### config.mk
export PLATFORM = sky130hd
export DESIGN_NAME = uv_sensor_index_alarm_flat
export DESIGN_NICKNAME = d
export VERILOG_FILES = /design/src/rtl/uvsia_pkg.sv /design/src/rtl/uvsia_req_if.sv /design/src/rtl/uvsia_rsp_if.sv /design/src/rtl/uvsia_csr_if.sv /design/src/rtl/uvsia_search.sv /design/src/rtl/uv_sensor_index_alarm.sv /design/src/flat_wrapper.sv
export VERILOG_INCLUDE_DIRS = /design/src /design/src/rtl
export SDC_FILE = /design/constraint.sdc
export NUM_CORES = 1
export LEC_CHECK = 0
export BUFFER_PORTS_ARGS = -buffer_cell sky130_fd_sc_hd__buf_2
export CAP_MARGIN = 20
export CELL_PAD_IN_SITES_DETAIL_PLACEMENT = 2
export CELL_PAD_IN_SITES_GLOBAL_PLACEMENT = 2
export CORE_MARGIN = 1.5
export CORE_UTILIZATION = 25
export DETAILED_ROUTE_END_ITERATION = 10
export PLACE_DENSITY_LB_ADDON = 0.1
export SLEW_MARGIN = 20
export SYNTH_ARGS = -nofsm -noshare
export SYNTH_HDL_FRONTEND = slang
export SYNTH_SLANG_ARGS = --single-unit
### constraint.sdc
create_clock -name clock -period 9.6 [get_ports clock]
set_input_delay 0.96 -clock clock [delete_from_list [all_inputs] [get_ports clock]]
set_output_delay 0.96 -clock clock [all_outputs]
set_load 0.005 [all_outputs]
### src/rtl/uv_sensor_index_alarm_macros.svh
// Assertion helpers shared by the block's modules.
// Each macro samples on the rising edge of clock and is disabled in reset.
`ifndef UV_SENSOR_INDEX_ALARM_MACROS_SVH
`define UV_SENSOR_INDEX_ALARM_MACROS_SVH

// Condition holds in the same cycle as the trigger.
`define UVSIA_ASSERT_SAME(label, ante, cons, msg) \
   label: assert property (@(posedge clock) disable iff (reset) (ante) |-> (cons)) \
      else $error(msg);

// Condition holds in the cycle after the trigger.
`define UVSIA_ASSERT_NEXT(label, ante, cons, msg) \
   label: assert property (@(posedge clock) disable iff (reset) (ante) |=> (cons)) \
      else $error(msg);

`endif

### src/rtl/uvsia_pkg.sv
package uvsia_pkg;

   // Field widths.
   localparam int ADC_W      = 16;
   localparam int SAMPLE_W   = 12;
   localparam int SUM_W      = 14;
   localparam int IDX_W      = 4;
   localparam int IRR_W      = 13;
   localparam int BP_W       = 9;
   localparam int SCALED_W   = 23;
   localparam int COUNT_W    = 14;
   localparam int LEVEL_W    = 4;
   localparam int MINUTES_W  = 8;
   localparam int CSR_ADDR_W = 8;
   localparam int CSR_DATA_W = 8;

   // Arithmetic constants.
   localparam logic [SAMPLE_W-1:0] SAMPLE_MAX = 12'd4095;
   localparam int                  NUM_POINTS = 13;
   localparam int                  BP_SHIFT   = 12;
   localparam logic [10:0]         MV_SCALE   = 11'd1200;
   localparam logic [5:0]          SECS_PER_MIN = 6'd60;

   // Division by three as a multiply by ceil(2^16 / 3) and a shift; exact for
   // every sum of three clamped samples.
   localparam int                  DIV3_SHIFT = 16;
   localparam int                  DIV3_MUL_W = 15;
   localparam logic [DIV3_MUL_W-1:0] DIV3_MUL = 15'd21846;
   localparam int                  PROD_W     = SUM_W + DIV3_MUL_W;

   localparam int REPORT_PERIOD_DEF = 5;

   // Configuration register indexes.
   typedef enum logic [CSR_ADDR_W-1:0] {
      CSR_WARN_ENABLE   = 8'd0,
      CSR_WARN_LEVEL    = 8'd1,
      CSR_WARN_MINUTES  = 8'd2,
      CSR_NOTIFY_ENABLE = 8'd3
   } csr_index_type;

   // Sequencer states.
   typedef enum logic [2:0] {
      ST_IDLE,
      ST_DIV,
      ST_SCALE,
      ST_LAUNCH,
      ST_SEARCH,
      ST_FINISH
   } state_type;

   // Control and status of the breakpoint search unit.
   typedef struct packed {
      logic                start;
      logic [SCALED_W-1:0] scaled;
   } srch_ctrl_type;

   typedef struct packed {
      logic             busy;
      logic             done;
      logic [IDX_W-1:0] idx;
   } srch_stat_type;

   // Millivolt breakpoints.
   function automatic logic [BP_W-1:0] bp_mv(input logic [IDX_W-1:0] i);
      logic [BP_W-1:0] v;
      unique case (i)
         4'd0:    v = 9'd0;
         4'd1:    v = 9'd10;
         4'd2:    v = 9'd90;
         4'd3:    v = 9'd129;
         4'd4:    v = 9'd161;
         4'd5:    v = 9'd198;
         4'd6:    v = 9'd235;
         4'd7:    v = 9'd279;
         4'd8:    v = 9'd296;
         4'd9:    v = 9'd326;
         4'd10:   v = 9'd398;
         4'd11:   v = 9'd437;
         4'd12:   v = 9'd489;
         default: v = 9'd0;
      endcase
      return v;
   endfunction

   // Irradiance in thousandths for each UV index.
   function automatic logic [IRR_W-1:0] irr_rom(input logic [IDX_W-1:0] i);
      logic [IRR_W-1:0] v;
      unique case (i)
         4'd0:    v = 13'd0;
         4'd1:    v = 13'd1550;
         4'd2:    v = 13'd2312;
         4'd3:    v = 13'd2750;
         4'd4:    v = 13'd3312;
         4'd5:    v = 13'd3500;
         4'd6:    v = 13'd3857;
         4'd7:    v = 13'd4214;
         4'd8:    v = 13'd4475;
         4'd9:    v = 13'd4704;
         4'd10:   v = 13'd4903;
         4'd11:   v = 13'd5125;
         4'd12:   v = 13'd5250;
         default: v = 13'd0;
      endcase
      return v;
   endfunction

endpackage

### src/rtl/uvsia_req_if.sv
interface uvsia_req_if;
   import uvsia_pkg::*;

   logic                    valid;
   logic                    ready;
   logic signed [ADC_W-1:0] adc_sample;

   modport source (output valid, output adc_sample, input ready);
   modport sink   (input valid, input adc_sample, output ready);
endinterface

### src/rtl/uvsia_rsp_if.sv
interface uvsia_rsp_if;
   import uvsia_pkg::*;

   logic                valid;
   logic                ready;
   logic [SAMPLE_W-1:0] averaged_sample;
   logic [IDX_W-1:0]    uv_index;
   logic [IRR_W-1:0]    irradiance_milli;
   logic                alarm;
   logic                report_due;

   modport source (output valid, output averaged_sample, output uv_index,
                   output irradiance_milli, output alarm, output report_due,
                   input ready);
   modport sink   (input valid, input averaged_sample, input uv_index,
                   input irradiance_milli, input alarm, input report_due,
                   output ready);
endinterface

### src/rtl/uvsia_csr_if.sv
interface uvsia_csr_if;
   import uvsia_pkg::*;

   logic                  valid;
   logic                  ready;
   logic [CSR_ADDR_W-1:0] index;
   logic [CSR_DATA_W-1:0] data;

   modport source (output valid, output index, output data, input ready);
   modport sink   (input valid, input index, input data, output ready);
endinterface

### src/rtl/uvsia_search.sv
module uvsia_search (
   input  logic                    clock,
   input  logic                    reset,
   input  uvsia_pkg::srch_ctrl_type ctrl,
   output uvsia_pkg::srch_stat_type stat
);
   import uvsia_pkg::*;

   logic                busy_ff, busy_in;
   logic                done_ff, done_in;
   logic [IDX_W-1:0]    step_ff, step_in;
   logic [IDX_W-1:0]    idx_ff, idx_in;
   logic [SCALED_W-1:0] best_ff, best_in;
   logic [SCALED_W-1:0] scaled_ff, scaled_in;
   logic [SCALED_W-1:0] ref_mv;
   logic [SCALED_W-1:0] gap;
   logic                closer;

   // One breakpoint per cycle through an absolute difference and compare.
   always_comb begin
      ref_mv = SCALED_W'(bp_mv(step_ff)) << BP_SHIFT;
      gap    = (scaled_ff >= ref_mv) ? (scaled_ff - ref_mv) : (ref_mv - scaled_ff);
      closer = (step_ff == '0) || (gap < best_ff);
   end

   // Step sequencing; a strict compare keeps the lower index on a tie.
   always_comb begin
      busy_in   = busy_ff;
      done_in   = 1'b0;
      step_in   = step_ff;
      idx_in    = idx_ff;
      best_in   = best_ff;
      scaled_in = scaled_ff;
      if (ctrl.start) begin
         busy_in   = 1'b1;
         step_in   = '0;
         scaled_in = ctrl.scaled;
      end else if (busy_ff) begin
         if (closer) begin
            idx_in  = step_ff;
            best_in = gap;
         end
         if (step_ff == IDX_W'(NUM_POINTS - 1)) begin
            busy_in = 1'b0;
            done_in = 1'b1;
         end else begin
            step_in = step_ff + IDX_W'(1);
         end
      end
   end

   always_ff @(posedge clock) begin
      if (reset) begin
         busy_ff <= 1'b0;
         done_ff <= 1'b0;
         step_ff <= '0;
         idx_ff  <= '0;
      end else begin
         busy_ff <= busy_in;
         done_ff <= done_in;
         step_ff <= step_in;
         idx_ff  <= idx_in;
      end
   end

   always_ff @(posedge clock) begin
      best_ff   <= best_in;
      scaled_ff <= scaled_in;
   end

   assign stat.busy = busy_ff;
   assign stat.done = done_ff;
   assign stat.idx  = idx_ff;

endmodule

### src/rtl/uv_sensor_index_alarm.sv
// An accepted item passes the division, scaling, launch, search and finish states;
// the breakpoint search compares one of the 13 breakpoints per cycle. No new item
// is taken until the last result is loaded into the output register; the next
// item is taken while the previous result still waits in the output register.
// Reset (synchronous, active high) clears history, counters, the output valid
// and restores the register defaults; no clearing pass is needed.
`include "uv_sensor_index_alarm_macros.svh"

module uv_sensor_index_alarm #(
   parameter int REPORT_PERIOD = uvsia_pkg::REPORT_PERIOD_DEF
) (
   input  logic        clock,
   input  logic        reset,
   uvsia_req_if.sink   req_if,
   uvsia_rsp_if.source rsp_if,
   uvsia_csr_if.sink   csr_if
);
   import uvsia_pkg::*;

   localparam int PHASE_W = (REPORT_PERIOD > 1) ? $clog2(REPORT_PERIOD) : 1;
   localparam logic [PHASE_W:0] PERIOD_END = (PHASE_W + 1)'(REPORT_PERIOD);

   state_type state_ff, state_in;

   // Configuration registers.
   logic                 warn_enable_ff;
   logic [LEVEL_W-1:0]   warn_level_ff;
   logic [MINUTES_W-1:0] warn_minutes_ff;
   logic                 notify_enable_ff;

   // Sample path.
   logic [SAMPLE_W-1:0] hist0_ff, hist1_ff;
   logic [SAMPLE_W-1:0] clamped;
   logic [SUM_W-1:0]    sum_ff, sum_in;
   logic [PROD_W-1:0]   div_prod;
   logic [SAMPLE_W-1:0] avg_ff, avg_in;
   logic [SCALED_W-1:0] scaled_ff, scaled_in;

   // Alarm and report state.
   logic [COUNT_W-1:0] danger_ff, danger_in;
   logic [COUNT_W-1:0] danger_inc;
   logic [COUNT_W-1:0] danger_limit;
   logic               over_level;
   logic               alarm_in;
   logic [PHASE_W-1:0] phase_ff, phase_in;
   logic [PHASE_W:0]   phase_inc;
   logic               due_in;

   // Output register.
   logic                rsp_valid_ff;
   logic [SAMPLE_W-1:0] rsp_avg_ff;
   logic [IDX_W-1:0]    rsp_idx_ff;
   logic [IRR_W-1:0]    rsp_irr_ff;
   logic                rsp_alarm_ff;
   logic                rsp_due_ff;
   logic                out_free;

   // Sequencer outputs.
   logic req_ready;
   logic load_sample;
   logic load_avg;
   logic load_scaled;
   logic load_result;

   srch_ctrl_type srch_ctrl;
   srch_stat_type srch_stat;

   uvsia_search u_search (
      .clock (clock),
      .reset (reset),
      .ctrl  (srch_ctrl),
      .stat  (srch_stat)
   );

   assign out_free = !rsp_valid_ff || rsp_if.ready;

   // Next state.
   always_comb begin
      state_in = state_ff;
      unique case (state_ff)
         ST_IDLE:   if (req_if.valid) state_in = ST_DIV;
         ST_DIV:    state_in = ST_SCALE;
         ST_SCALE:  state_in = ST_LAUNCH;
         ST_LAUNCH: state_in = ST_SEARCH;
         ST_SEARCH: if (srch_stat.done) state_in = ST_FINISH;
         ST_FINISH: if (out_free) state_in = ST_IDLE;
         default:   state_in = ST_IDLE;
      endcase
   end

   // Sequencer outputs.
   always_comb begin
      req_ready        = 1'b0;
      load_sample      = 1'b0;
      load_avg         = 1'b0;
      load_scaled      = 1'b0;
      load_result      = 1'b0;
      srch_ctrl.start  = 1'b0;
      srch_ctrl.scaled = scaled_ff;
      unique case (state_ff)
         ST_IDLE: begin
            req_ready   = 1'b1;
            load_sample = req_if.valid;
         end
         ST_DIV:    load_avg        = 1'b1;
         ST_SCALE:  load_scaled     = 1'b1;
         ST_LAUNCH: srch_ctrl.start = 1'b1;
         ST_SEARCH: ;
         ST_FINISH: load_result     = out_free;
         default: ;
      endcase
   end

   assign req_if.ready     = req_ready;
   assign csr_if.ready     = 1'b1;

   // Clamp the raw sample and form the three-sample sum.
   always_comb begin
      if (req_if.adc_sample < 0) begin
         clamped = '0;
      end else if (req_if.adc_sample > $signed({4'b0, SAMPLE_MAX})) begin
         clamped = SAMPLE_MAX;
      end else begin
         clamped = req_if.adc_sample[SAMPLE_W-1:0];
      end
      sum_in = SUM_W'(hist0_ff) + SUM_W'(hist1_ff) + SUM_W'(clamped);
   end

   // Truncated division by three, then the millivolt scaling.
   always_comb begin
      div_prod  = PROD_W'(sum_ff) * PROD_W'(DIV3_MUL);
      avg_in    = div_prod[DIV3_SHIFT +: SAMPLE_W];
      scaled_in = SCALED_W'(avg_ff) * SCALED_W'(MV_SCALE);
   end

   // Sustained over-threshold counter and report phase.
   always_comb begin
      danger_inc   = danger_ff + COUNT_W'(1);
      danger_limit = COUNT_W'(warn_minutes_ff) * COUNT_W'(SECS_PER_MIN);
      over_level   = warn_enable_ff && (srch_stat.idx > warn_level_ff);
      alarm_in     = 1'b0;
      if (!over_level) begin
         danger_in = '0;
      end else if (danger_inc > danger_limit) begin
         danger_in = '0;
         alarm_in  = 1'b1;
      end else begin
         danger_in = danger_inc;
      end
      phase_inc = (PHASE_W + 1)'(phase_ff) + (PHASE_W + 1)'(1);
      if (phase_inc >= (PHASE_W + 1)'(REPORT_PERIOD)) begin
         phase_in = '0;
      end else begin
         phase_in = phase_inc[PHASE_W-1:0];
      end
      due_in = notify_enable_ff && (phase_in == '0);
   end

   // Control state.
   always_ff @(posedge clock) begin
      if (reset) begin
         state_ff         <= ST_IDLE;
         warn_enable_ff   <= 1'b0;
         warn_level_ff    <= 4'd2;
         warn_minutes_ff  <= 8'd2;
         notify_enable_ff <= 1'b0;
         hist0_ff         <= '0;
         hist1_ff         <= '0;
         danger_ff        <= '0;
         phase_ff         <= '0;
         rsp_valid_ff     <= 1'b0;
      end else begin
         state_ff <= state_in;
         if (csr_if.valid) begin
            unique case (csr_index_type'(csr_if.index))
               CSR_WARN_ENABLE:   warn_enable_ff   <= csr_if.data[0];
               CSR_WARN_LEVEL:    warn_level_ff    <= csr_if.data[LEVEL_W-1:0];
               CSR_WARN_MINUTES:  warn_minutes_ff  <= csr_if.data[MINUTES_W-1:0];
               CSR_NOTIFY_ENABLE: notify_enable_ff <= csr_if.data[0];
               default: ;
            endcase
         end
         if (load_sample) begin
            hist0_ff <= hist1_ff;
            hist1_ff <= clamped;
         end
         if (load_result) begin
            danger_ff    <= danger_in;
            phase_ff     <= phase_in;
            rsp_valid_ff <= 1'b1;
         end else if (rsp_if.ready) begin
            rsp_valid_ff <= 1'b0;
         end
      end
   end

   // Payload registers.
   always_ff @(posedge clock) begin
      if (load_sample) sum_ff    <= sum_in;
      if (load_avg)    avg_ff    <= avg_in;
      if (load_scaled) scaled_ff <= scaled_in;
      if (load_result) begin
         rsp_avg_ff   <= avg_ff;
         rsp_idx_ff   <= srch_stat.idx;
         rsp_irr_ff   <= irr_rom(srch_stat.idx);
         rsp_alarm_ff <= alarm_in;
         rsp_due_ff   <= due_in;
      end
   end

   assign rsp_if.valid            = rsp_valid_ff;
   assign rsp_if.averaged_sample  = rsp_avg_ff;
   assign rsp_if.uv_index         = rsp_idx_ff;
   assign rsp_if.irradiance_milli = rsp_irr_ff;
   assign rsp_if.alarm            = rsp_alarm_ff;
   assign rsp_if.report_due       = rsp_due_ff;

   // Checks on the sequencer and the counters.
   `UVSIA_ASSERT_SAME(a_done_in_search, srch_stat.done, state_ff == ST_SEARCH, "stray done")
   `UVSIA_ASSERT_SAME(a_alarm_needs_level, load_result && alarm_in, over_level, "stray alarm")
   `UVSIA_ASSERT_NEXT(a_finish_shows_item, load_result, rsp_valid_ff, "result not shown")
   `UVSIA_ASSERT_SAME(a_phase_range, 1'b1, {1'b0, phase_ff} < PERIOD_END, "bad phase")
   `UVSIA_ASSERT_SAME(a_launch_when_idle, state_ff == ST_LAUNCH, !srch_stat.busy, "search busy")

endmodule
### src/flat_wrapper.sv
// flat-port wrapper written by rule: the top's interface ports become plain ports
module uv_sensor_index_alarm_flat import uvsia_pkg::*;
#(
   parameter int REPORT_PERIOD = uvsia_pkg::REPORT_PERIOD_DEF
)
  (clock, reset, req_if_valid, req_if_adc_sample, req_if_ready, rsp_if_valid, rsp_if_averaged_sample, rsp_if_uv_index, rsp_if_irradiance_milli, rsp_if_alarm, rsp_if_report_due, rsp_if_ready, csr_if_valid, csr_if_index, csr_if_data, csr_if_ready);
  uvsia_req_if req_if_i ();
  uvsia_rsp_if rsp_if_i ();
  uvsia_csr_if csr_if_i ();
  input  logic clock;
  input  logic reset;
  input wire logic [$bits(req_if_i.valid)-1:0] req_if_valid;
  input wire logic [$bits(req_if_i.adc_sample)-1:0] req_if_adc_sample;
  output wire logic [$bits(req_if_i.ready)-1:0] req_if_ready;
  output wire logic [$bits(rsp_if_i.valid)-1:0] rsp_if_valid;
  output wire logic [$bits(rsp_if_i.averaged_sample)-1:0] rsp_if_averaged_sample;
  output wire logic [$bits(rsp_if_i.uv_index)-1:0] rsp_if_uv_index;
  output wire logic [$bits(rsp_if_i.irradiance_milli)-1:0] rsp_if_irradiance_milli;
  output wire logic [$bits(rsp_if_i.alarm)-1:0] rsp_if_alarm;
  output wire logic [$bits(rsp_if_i.report_due)-1:0] rsp_if_report_due;
  input wire logic [$bits(rsp_if_i.ready)-1:0] rsp_if_ready;
  input wire logic [$bits(csr_if_i.valid)-1:0] csr_if_valid;
  input wire logic [$bits(csr_if_i.index)-1:0] csr_if_index;
  input wire logic [$bits(csr_if_i.data)-1:0] csr_if_data;
  output wire logic [$bits(csr_if_i.ready)-1:0] csr_if_ready;
  assign req_if_i.valid = req_if_valid;
  assign req_if_i.adc_sample = req_if_adc_sample;
  assign req_if_ready = req_if_i.ready;
  assign rsp_if_valid = rsp_if_i.valid;
  assign rsp_if_averaged_sample = rsp_if_i.averaged_sample;
  assign rsp_if_uv_index = rsp_if_i.uv_index;
  assign rsp_if_irradiance_milli = rsp_if_i.irradiance_milli;
  assign rsp_if_alarm = rsp_if_i.alarm;
  assign rsp_if_report_due = rsp_if_i.report_due;
  assign rsp_if_i.ready = rsp_if_ready;
  assign csr_if_i.valid = csr_if_valid;
  assign csr_if_i.index = csr_if_index;
  assign csr_if_i.data = csr_if_data;
  assign csr_if_ready = csr_if_i.ready;
  uv_sensor_index_alarm #(.REPORT_PERIOD(REPORT_PERIOD)) u_core (.clock(clock), .reset(reset), .req_if(req_if_i), .rsp_if(rsp_if_i), .csr_if(csr_if_i));
endmodule
==> results of run 1 <==
[through the flow]
| stage | utilization [%] | instance area, um2 | cells | worst slack (ps) |
|---|---|---|---|---|
| CTS | 28.33 | 17490 | 2506 | 4031 |
| floorplan | - | 15610 | 1597 | 4478 |
| finish | 28.34 | 17490 | 2506 | 4110 |
| global route | 28.34 | 17490 | 2506 | 3777 |
| global placement | 27.40 | 16910 | 2474 | 4136 |
| detailed placement | 27.40 | 16910 | 2474 | 4064 |
[layer usage]
layer	global-route usage, %	vias up	wire length, um
met2	23.87	42	20580
li1	-	5550	-
met3	2.632	18	821
met1	16.26	5530	18390
met5	0	-	0
met4	2.857	0	418
[cell usage after synthesis, types with 4 or more instances]
master                      instances  area, um2
sky130_fd_sc_hd__a2111oi_0          5      43.79
sky130_fd_sc_hd__o21bai_1           6      45.04
sky130_fd_sc_hd__xnor2_1           52      455.4
sky130_fd_sc_hd__o311ai_0           4      35.03
sky130_fd_sc_hd__a32o_1             8      80.08
sky130_fd_sc_hd__nor4_1             7      43.79
sky130_fd_sc_hd__nor2b_1           11      68.82
sky130_fd_sc_hd__and2_1             6      37.54
sky130_fd_sc_hd__fa_1              87       1742
sky130_fd_sc_hd__mux2i_1           29      290.3
sky130_fd_sc_hd__a211oi_1          11      82.58
sky130_fd_sc_hd__o21ai_0           51      255.2
sky130_fd_sc_hd__o21a_1            17      127.6
sky130_fd_sc_hd__edfxtp_1         114       3423
sky130_fd_sc_hd__and3_1            12      75.07
sky130_fd_sc_hd__nor3b_1            5      37.54
sky130_fd_sc_hd__a21o_1            35      262.8
sky130_fd_sc_hd__nand2b_1          17      106.4
sky130_fd_sc_hd__dfxtp_1           78       1562
sky130_fd_sc_hd__o31ai_1           10      75.07
sky130_fd_sc_hd__nor3_1            16      80.08
sky130_fd_sc_hd__or3_1              5      31.28
sky130_fd_sc_hd__a21oi_1          104      520.5
sky130_fd_sc_hd__clkbuf_1          27      101.4
sky130_fd_sc_hd__inv_1            265      994.7
sky130_fd_sc_hd__ha_1             244       3053
sky130_fd_sc_hd__nand2_1          124      465.5
sky130_fd_sc_hd__nand3_1           25      125.1
sky130_fd_sc_hd__nor2_1           101      379.1
sky130_fd_sc_hd__nand3b_1           4      30.03
sky130_fd_sc_hd__nand4_1           11      68.82
sky130_fd_sc_hd__a31oi_1            9      56.30
sky130_fd_sc_hd__xor2_1            34      297.8
[cell usage in the layout (no fill, tap or decap), types with 4 or more instances in the layout]
cell	netlist	layout
sky130_fd_sc_hd__nand2_1	124	124
sky130_fd_sc_hd__o311ai_0	4	4
sky130_fd_sc_hd__o21bai_1	6	6
sky130_fd_sc_hd__buf_2	1	69
sky130_fd_sc_hd__nand4_1	11	11
sky130_fd_sc_hd__a211oi_1	11	11
sky130_fd_sc_hd__a21o_1	35	35
sky130_fd_sc_hd__or3_1	5	5
sky130_fd_sc_hd__xnor2_1	52	52
sky130_fd_sc_hd__inv_1	265	264
sky130_fd_sc_hd__xor2_1	34	34
sky130_fd_sc_hd__nand2b_1	17	17
sky130_fd_sc_hd__o31ai_1	10	10
sky130_fd_sc_hd__clkbuf_16	0	17
sky130_fd_sc_hd__a32o_1	8	8
sky130_fd_sc_hd__nor2_1	101	101
sky130_fd_sc_hd__mux2i_1	29	29
sky130_fd_sc_hd__o21a_1	17	17
sky130_fd_sc_hd__buf_4	2	4
sky130_fd_sc_hd__nor3_1	16	16
sky130_fd_sc_hd__dfxtp_1	78	78
sky130_fd_sc_hd__nand3_1	25	25
sky130_fd_sc_hd__o21ai_0	51	51
sky130_fd_sc_hd__a21oi_1	104	104
sky130_fd_sc_hd__edfxtp_1	114	114
sky130_fd_sc_hd__nor3b_1	5	4
sky130_fd_sc_hd__fa_1	87	87
sky130_fd_sc_hd__nor4_1	7	7
sky130_fd_sc_hd__a2111oi_0	5	5
sky130_fd_sc_hd__a31oi_1	9	9
sky130_fd_sc_hd__and3_1	12	12
sky130_fd_sc_hd__ha_1	244	244
sky130_fd_sc_hd__nor2b_1	11	11
sky130_fd_sc_hd__and2_1	6	6
sky130_fd_sc_hd__nand3b_1	4	4
[worst max-delay path by stage]
stage,start,end,slack [ps],depth (start not counted)
finish,u_core.sum_ff[7]$_DFFE_PP_,u_core.avg_ff[5]$_DFFE_PP_,4110,16
global route,u_core.sum_ff[7]$_DFFE_PP_,u_core.avg_ff[6]$_DFFE_PP_,3780,16
CTS,u_core.sum_ff[7]$_DFFE_PP_,u_core.avg_ff[5]$_DFFE_PP_,4030,16
detailed placement,u_core.sum_ff[7]$_DFFE_PP_,u_core.avg_ff[5]$_DFFE_PP_,4060,16
global placement,u_core.sum_ff[7]$_DFFE_PP_,u_core.avg_ff[5]$_DFFE_PP_,4140,16
floorplan,u_core.sum_ff[7]$_DFFE_PP_,u_core.avg_ff[5]$_DFFE_PP_,4480,16
[area by class of cell]
type,instances,share of cell area (%)
Multi-Input combinational cell,1106,54.36
Sequential cell,192,28.50
Tap cell,837,5.987
Inverter,266,5.708
Clock buffer,20,2.611
Timing Repair Buffer,73,2.146
Clock inverter,12,0.6867
[state kept, by name (all words and copies together), names as in the netlist, 8 cells and up]
register	cells
u_core.danger_ff	14
u_core.hist1_ff	12
u_core.sum_ff	14
u_core.rsp_if.irradiance_milli	13
u_core.avg_ff	12
u_core.u_search.scaled_ff	19
u_core.warn_minutes_ff	8
u_core.u_search.ref_mv	9
u_core.rsp_if.averaged_sample	12
u_core.u_search.best_ff	19
u_core.hist0_ff	12
u_core.scaled_ff	19
[logic make-up (layout without fill, tap and decap cells)]
group           Yosys count  count (layout)  synth area share (%)
flops                   192             192                 31.93
compound gates          301             301                 12.49
other cells               1               1               0.02402
fa+ha+maj               331             331                 30.71
simple gates            355             355                 10.59
mux                      32              32                 2.148
xor+xnor                 86              86                 4.824
buf+inv                 299             371                 7.292
==> results.txt, run 1 <==
----------------------------------------------------
[Status]
  Outcome ... completed

[Logic synthesis]
  Syn Inst Count ... 1597
  Post-synth cell types ... 70
  Number of synthesis warnings ... 0
  Synthesized net count ... 1965
  Area of the mapped netlist ... 15610 um2
  Post-synth EDFFs ... 114
  Prevailing post-synth register cell ... sky130_fd_sc_hd__edfxtp_1
  Mean area per synthesized cell ... 9.777 um2
  Sequential cell area fraction in the yosys report ... 31.93%
  Total of flip-flops plus latches after synthesis ... 192
  Fraction of synthesis flops using an asynchronous set or reset pin ... 0%

[Critical path]
  Max Fanout on Critical Path ... 7
  Crit path top cell by count ... sky130_fd_sc_hd__fa_1
  Peak per-stage delay on the critical path ... 550 ps
  RR Startpoint ... u_core.sum_ff[7]$_DFFE_PP_
  Arrival time at the worst endpoint ... 5720 ps
  Setup slack on the worst flop-to-flop path ... 4110 ps
  Number of cells on the worst reg-to-reg path ... 16
  Startpoint types ... flop
  Worst R2R End ... u_core.avg_ff[5]$_DFFE_PP_
  CP delay by family, top ... adder cells
  Buffers plus inverters on the worst setup path ... 2
  Cell breakdown of the critical path ... ha_1 > ha_1 > fa_1 > fa_1 > fa_1 > inv_1 > fa_1 > inv_1 > ha_1 > a2111oi_0 > o21ai_0 > o21ai_0 > nand2_1 > a31o_2 > a31oi_1 > xnor2_1
  Type of element capturing the critical path ... flop
  Class of the most critical setup path ... flop to flop
  Cell with the biggest individual delay on the critical path ... sky130_fd_sc_hd__fa_1
  WP data required ... 9830 ps

[GRT]
  Overall fraction of global-route tracks in use ... 13.27%
  Maximum number of pins on one net before global-route repair ... 55
  Vias in the first global route ... 12410
  Initial antenna violation count ... 0
  Wire length of the first global-routing pass ... 66300 um
  Grt ovf ... 0

[Clocking]
  Insertion delay of the later-clocked pin in the worst-skew pair ... 490 ps
  Number of instances resized during post-cts repair ... 0
  Cts-stage hold buffer count ... 0
  CTS tree ... built
  H-tree levels ... 4
  TritonCTS buffer count ... 17
  Clock edge transition at the registers on the reported setup and hold paths ... 70 ps
  Clk Tree Root Cell ... sky130_fd_sc_hd__clkbuf_16
  Clock buffer depth ... 2
  Number of buffers inserted to repair setup after CTS ... 0
  CTS sink count ... 192

[Floorplanning]
  Number of ports placed on the die boundary ... 71
  Vertical die dimension ... 252.9 um
  Initial cell density of the core ... 25.30%
  Placeable core region ... 61710 um2
  Placement Rows ... 91
  Horizontal die dimension ... 252.9 um
  Die Outline Area ... 63960 um2

[Finish]
  Fraction of layout instances using a drive strength above 1 ... 7.250%
  Synthesis-to-layout area growth ... 12.03%
  Area used by multi-input combinational logic ... 9509 um2
  Final #Nets ... 2024
  Storage cell area ... 4985 um2
  Number of diodes ... 0
  Number of fill cells ... 6957

[Detailed routing]
  Pre-antenna DRT Iters ... 4
  Total routed wirelength ... 40210 um
  DRC violation count after routing ... 0
  Post-DR vias/cell ... 4.445
  Antenna Violating Nets Remaining ... 0
  Routed length per placed instance ... 16.04 um
  Number of violations reported at the end of detailed-routing iteration 0 ... 309
  Via count ... 11140

[Place]
  Placer Congestion ... 0.7760
  Detailed-placement wirelength estimate ... 32890 um
  Number of buffers added on ports ... 69

[STA]
  Ratio of final minimum period to clock period ... 57.19%
  Number of pins exceeding their max-slew limit in the final report ... 0
  Worst-Margin Slew ... 931.5 ps
  Total Neg Setup Slack ... 0 ps
  Post-route clock skew ... 23.93 ps
  Achievable clock frequency ... 182.1 MHz
  Final setup violation count ... 0
  Setup repair after global routing missed its margin ... no
  Worst Hold Slack ... 410.0 ps
  Slew Limit Headroom ... 37.49%
  Final hold viol count ... 0
  Post-layout min period ... 5490 ps

[Worst hold path]
  Endpoint of the worst hold-timing path ... u_core.u_search.scaled_ff[13]$_DFFE_PP_
  Cell depth of the worst hold path ... 0
  Type of the tightest min-delay check ... flop to flop
  Startpoint of the most critical hold path ... u_core.scaled_ff[13]$_DFFE_PP_

[Job]
  Max Cap Viol ... 0

----------------------------------------------------
Power of run 1 is not shown: default switching activity piles up to over one toggle a cycle in this logic, so the estimate is an artifact.
==> run 2: changes to the inputs <==
- ABC_AREA: default -> 1
- clock period: 9.6 -> 5.52 ns (I/O delays scaled with it)
==> run 2 against run 1 <==
  * Global-route usage up 1.4 points
  * First-iteration DRC count up 19%
  * Die area up 6.3%
  * Cell area up 6.1%
  * Hold slack worse by 73 ps
  * Sequential cell count unchanged
  * Core utilization down 0.12 points
  * Register-to-register slack worse by 3700 ps
  * Critical path depth down 2
  * Wire length up 18%
  * Sequential share of layout area down 1.6 points
  * Critical path type unchanged
  * Critical endpoint is now u_core.avg_ff[0]$_DFFE_PP_
==> results.txt, run 2 <==
----------------------------------------------------
[Clocking]
  Clk Tree Root Cell ... sky130_fd_sc_hd__clkbuf_16
  H-tree levels ... 4 (unchanged)
  CTS sink count ... 192 (unchanged)
  Number of buffers inserted to repair setup after CTS ... 0 (unchanged)
  Number of instances resized during post-cts repair ... 0 (unchanged)
  Cts-stage hold buffer count ... 0 (unchanged)
  TritonCTS buffer count ... 17 (unchanged)
  Insertion delay of the later-clocked pin in the worst-skew pair ... 490 ps (about the same)
  CTS tree ... built
  Clock buffer depth ... 2 (unchanged)
  Clock edge transition at the registers on the reported setup and hold paths ... 80 ps (about the same)

[GRT]
  Vias in the first global route ... 14510 (+17%)
  Grt ovf ... 0 (unchanged)
  Wire length of the first global-routing pass ... 77660 um (+17%)
  Maximum number of pins on one net before global-route repair ... 42 (-24%)
  Overall fraction of global-route tracks in use ... 14.66% (+1.4 points)
  Initial antenna violation count ... 0 (unchanged)

[Logic synthesis]
  Prevailing post-synth register cell ... sky130_fd_sc_hd__edfxtp_1
  Post-synth EDFFs ... 114 (unchanged)
  Main area contributors after synthesis ... sky130_fd_sc_hd__edfxtp_1, sky130_fd_sc_hd__ha_1, sky130_fd_sc_hd__fa_1
  Post-synth cell types ... 53 (-24%)
  Fraction of synthesis flops using an asynchronous set or reset pin ... 0% (unchanged)
  Sequential cell area fraction in the yosys report ... 30.00% (-1.9 points)
  Total of flip-flops plus latches after synthesis ... 192 (unchanged)
  Number of synthesis warnings ... 0 (unchanged)
  Cell taking the most area after synthesis ... sky130_fd_sc_hd__edfxtp_1
  Commonest cells post-synth ... sky130_fd_sc_hd__inv_1, sky130_fd_sc_hd__nand2_1, sky130_fd_sc_hd__ha_1, sky130_fd_sc_hd__a21oi_1, sky130_fd_sc_hd__nor2_1
  Area of the mapped netlist ... 16620 um2 (+6.4%)
  Synth top area share ... 20.60% (-1.3 points)
  Mean area per synthesized cell ... 8.359 um2 (-15%)
  Most numerous cell in the Yosys netlist ... sky130_fd_sc_hd__inv_1
  Synthesized net count ... 2356 (+20%)
  Syn Inst Count ... 1988 (+24%)

[Detailed routing]
  Routed length per placed instance ... 16.20 um (+0.97%)
  Post-DR vias/cell ... 4.459 (+0.30%)
  Number of violations reported at the end of detailed-routing iteration 0 ... 369 (+19%)
  Total routed wirelength ... 47510 um (+18%)
  Antenna Violating Nets Remaining ... 0 (unchanged)
  Via count ... 13080 (+17%)
  Pre-antenna DRT Iters ... 4 (unchanged)
  DRC violation count after routing ... 0 (unchanged)

[Status]
  Outcome ... completed

[Critical path]
  Max Fanout on Critical Path ... 4 (-3)
  Type of element capturing the critical path ... flop
  Arrival time at the worst endpoint ... 5410 ps (-310 ps)
  Class of the most critical setup path ... flop to flop
  WP data required ... 5800 ps (-4030 ps)
  Startpoint types ... flop
  Setup slack on the worst flop-to-flop path ... 400 ps (-3710 ps)

[STA]
  Setup repair after global routing missed its margin ... no
  Post-layout min period ... 5125 ps (-365.6 ps)
  Slew Limit Headroom ... 32.31% (-5.2 points)
  Post-route clock skew ... 13.93 ps (-9.997 ps)
  Ratio of final minimum period to clock period ... 92.84% (+36 points)
  Worst-Margin Slew ... 1014 ps (+82.79 ps)
  Number of pins exceeding their max-slew limit in the final report ... 0 (unchanged)
  Final hold viol count ... 0 (unchanged)
  Achievable clock frequency ... 195.1 MHz (+7.1%)
  Total Neg Setup Slack ... 0 ps (unchanged)
  Post-layout worst setup margin ... 395.2 ps (-3714 ps)
  Final setup violation count ... 0 (unchanged)

[Floorplanning]
  Horizontal die dimension ... 260.8 um (+3.1%)
  Placeable core region ... 65750 um2 (+6.5%)
  Placement Rows ... 94 (+3.3%)
  Vertical die dimension ... 260.8 um (+3.1%)
  Die Outline Area ... 68020 um2 (+6.3%)
  Number of ports placed on the die boundary ... 71 (unchanged)
  Initial cell density of the core ... 25.27% (-0.026 points)

[Place]
  Placer Congestion ... 0.8238 (+6.2%)
  Detailed-placement wirelength estimate ... 40300 um (+23%)
  Number of buffers added on ports ... 69 (unchanged)
  Setup slack after placement ... 340.8 ps (-3723 ps)

[Finish]
  Final #Nets ... 2424 (+20%)
  Leading cell type in the layout, fill and taps excluded ... sky130_fd_sc_hd__inv_1
  Synthesis-to-layout area growth ... 11.68%
  Commonest cells after routing, fill and taps aside ... sky130_fd_sc_hd__inv_1, sky130_fd_sc_hd__nand2_1, sky130_fd_sc_hd__ha_1
  Number of diodes ... 0 (unchanged)
  Fraction of layout instances using a drive strength above 1 ... 7.492% (+0.24 points)
  Registers with the highest flip-flop counts ... u_core.scaled_ff: 19 flops, u_core.u_search.best_ff: 19 flops, u_core.u_search.scaled_ff: 19 flops

[Worst hold path]
  Type of the tightest min-delay check ... primary input to flop

[Job]
  Max Cap Viol ... 0 (unchanged)

----------------------------------------------------
## run 2: final timing paths
kind | start | endpoint | cells past startpoint
worst max-delay path | u_core.sum_ff[7]$_DFFE_PP_ | u_core.avg_ff[0]$_DFFE_PP_ | 14
worst min-delay path | csr_if_data[6] | u_core.warn_minutes_ff[6]$_SDFFE_PP0P_ | 3
worst max register to register | u_core.sum_ff[7]$_DFFE_PP_ | u_core.avg_ff[0]$_DFFE_PP_ | 14
worst min register to register | u_core.scaled_ff[13]$_DFFE_PP_ | u_core.u_search.scaled_ff[13]$_DFFE_PP_ | 0
## run 2: cell type report
class,count,area [um2]
multi-input cells,1349,9918
repair buffers,74,382.9
fillers,7563,47190
clock buffers,19,452.9
well taps,864,1081
flip-flops and latches,192,4985
clock inverters,13,148.9
inverters,422,1589
## run 2: logic make-up after synthesis
family                     share of synthesized area (%)
buffers and inverters                              10.38
and+or+nand+nor                                    15.99
adders and majority gates                          28.85
xor gates and xnor gates                           4.006
other                                            0.02257
AOI/OAI and AO/OA                                  10.75
DFF                                                30.00
## run 2: critical path: stages, from the launching register on
cell and delay, ps:
sky130_fd_sc_hd__edfxtp_1 510, sky130_fd_sc_hd__ha_1 380, sky130_fd_sc_hd__ha_1 370, sky130_fd_sc_hd__fa_1 540
sky130_fd_sc_hd__fa_1 530, sky130_fd_sc_hd__fa_1 560, sky130_fd_sc_hd__inv_1 60, sky130_fd_sc_hd__fa_1 490
sky130_fd_sc_hd__inv_1 40, sky130_fd_sc_hd__ha_1 320, sky130_fd_sc_hd__nand2_1 120, sky130_fd_sc_hd__nor4_1 470
sky130_fd_sc_hd__nand2_1 120, sky130_fd_sc_hd__nand2_1 130, sky130_fd_sc_hd__xor2_1 270
## run 2: per-stage QoR
stage          hold WS [ps]  instances  utilization (%)  instance area [um2]
2_1_floorplan         400.3       1988                -                16620
3_3_place_gp          402.5       2901            27.31                17960
3_5_place_dp          406.1       2901            27.31                17960
4_1_cts               308.2       2933            28.23                18560
5_1_grt               343.0       2933            28.23                18560
6_report              336.7       2933            28.23                18560
## run 2: layer usage
| metal | wire, um | track usage (%) | vias to the layer above | part of all wire, % |
|---|---|---|---|---|
| met1 | 22230 | 18.49 | 6404 | 47 |
| li1 | - | - | 6563 | - |
| met3 | 836 | 2.224 | 32 | 1.8 |
| met2 | 23720 | 25.88 | 78 | 50 |
| met5 | 0 | 0 | - | 0 |
| met4 | 720 | 3.838 | 0 | 1.5 |
Power of run 2 is left out for the same reason.
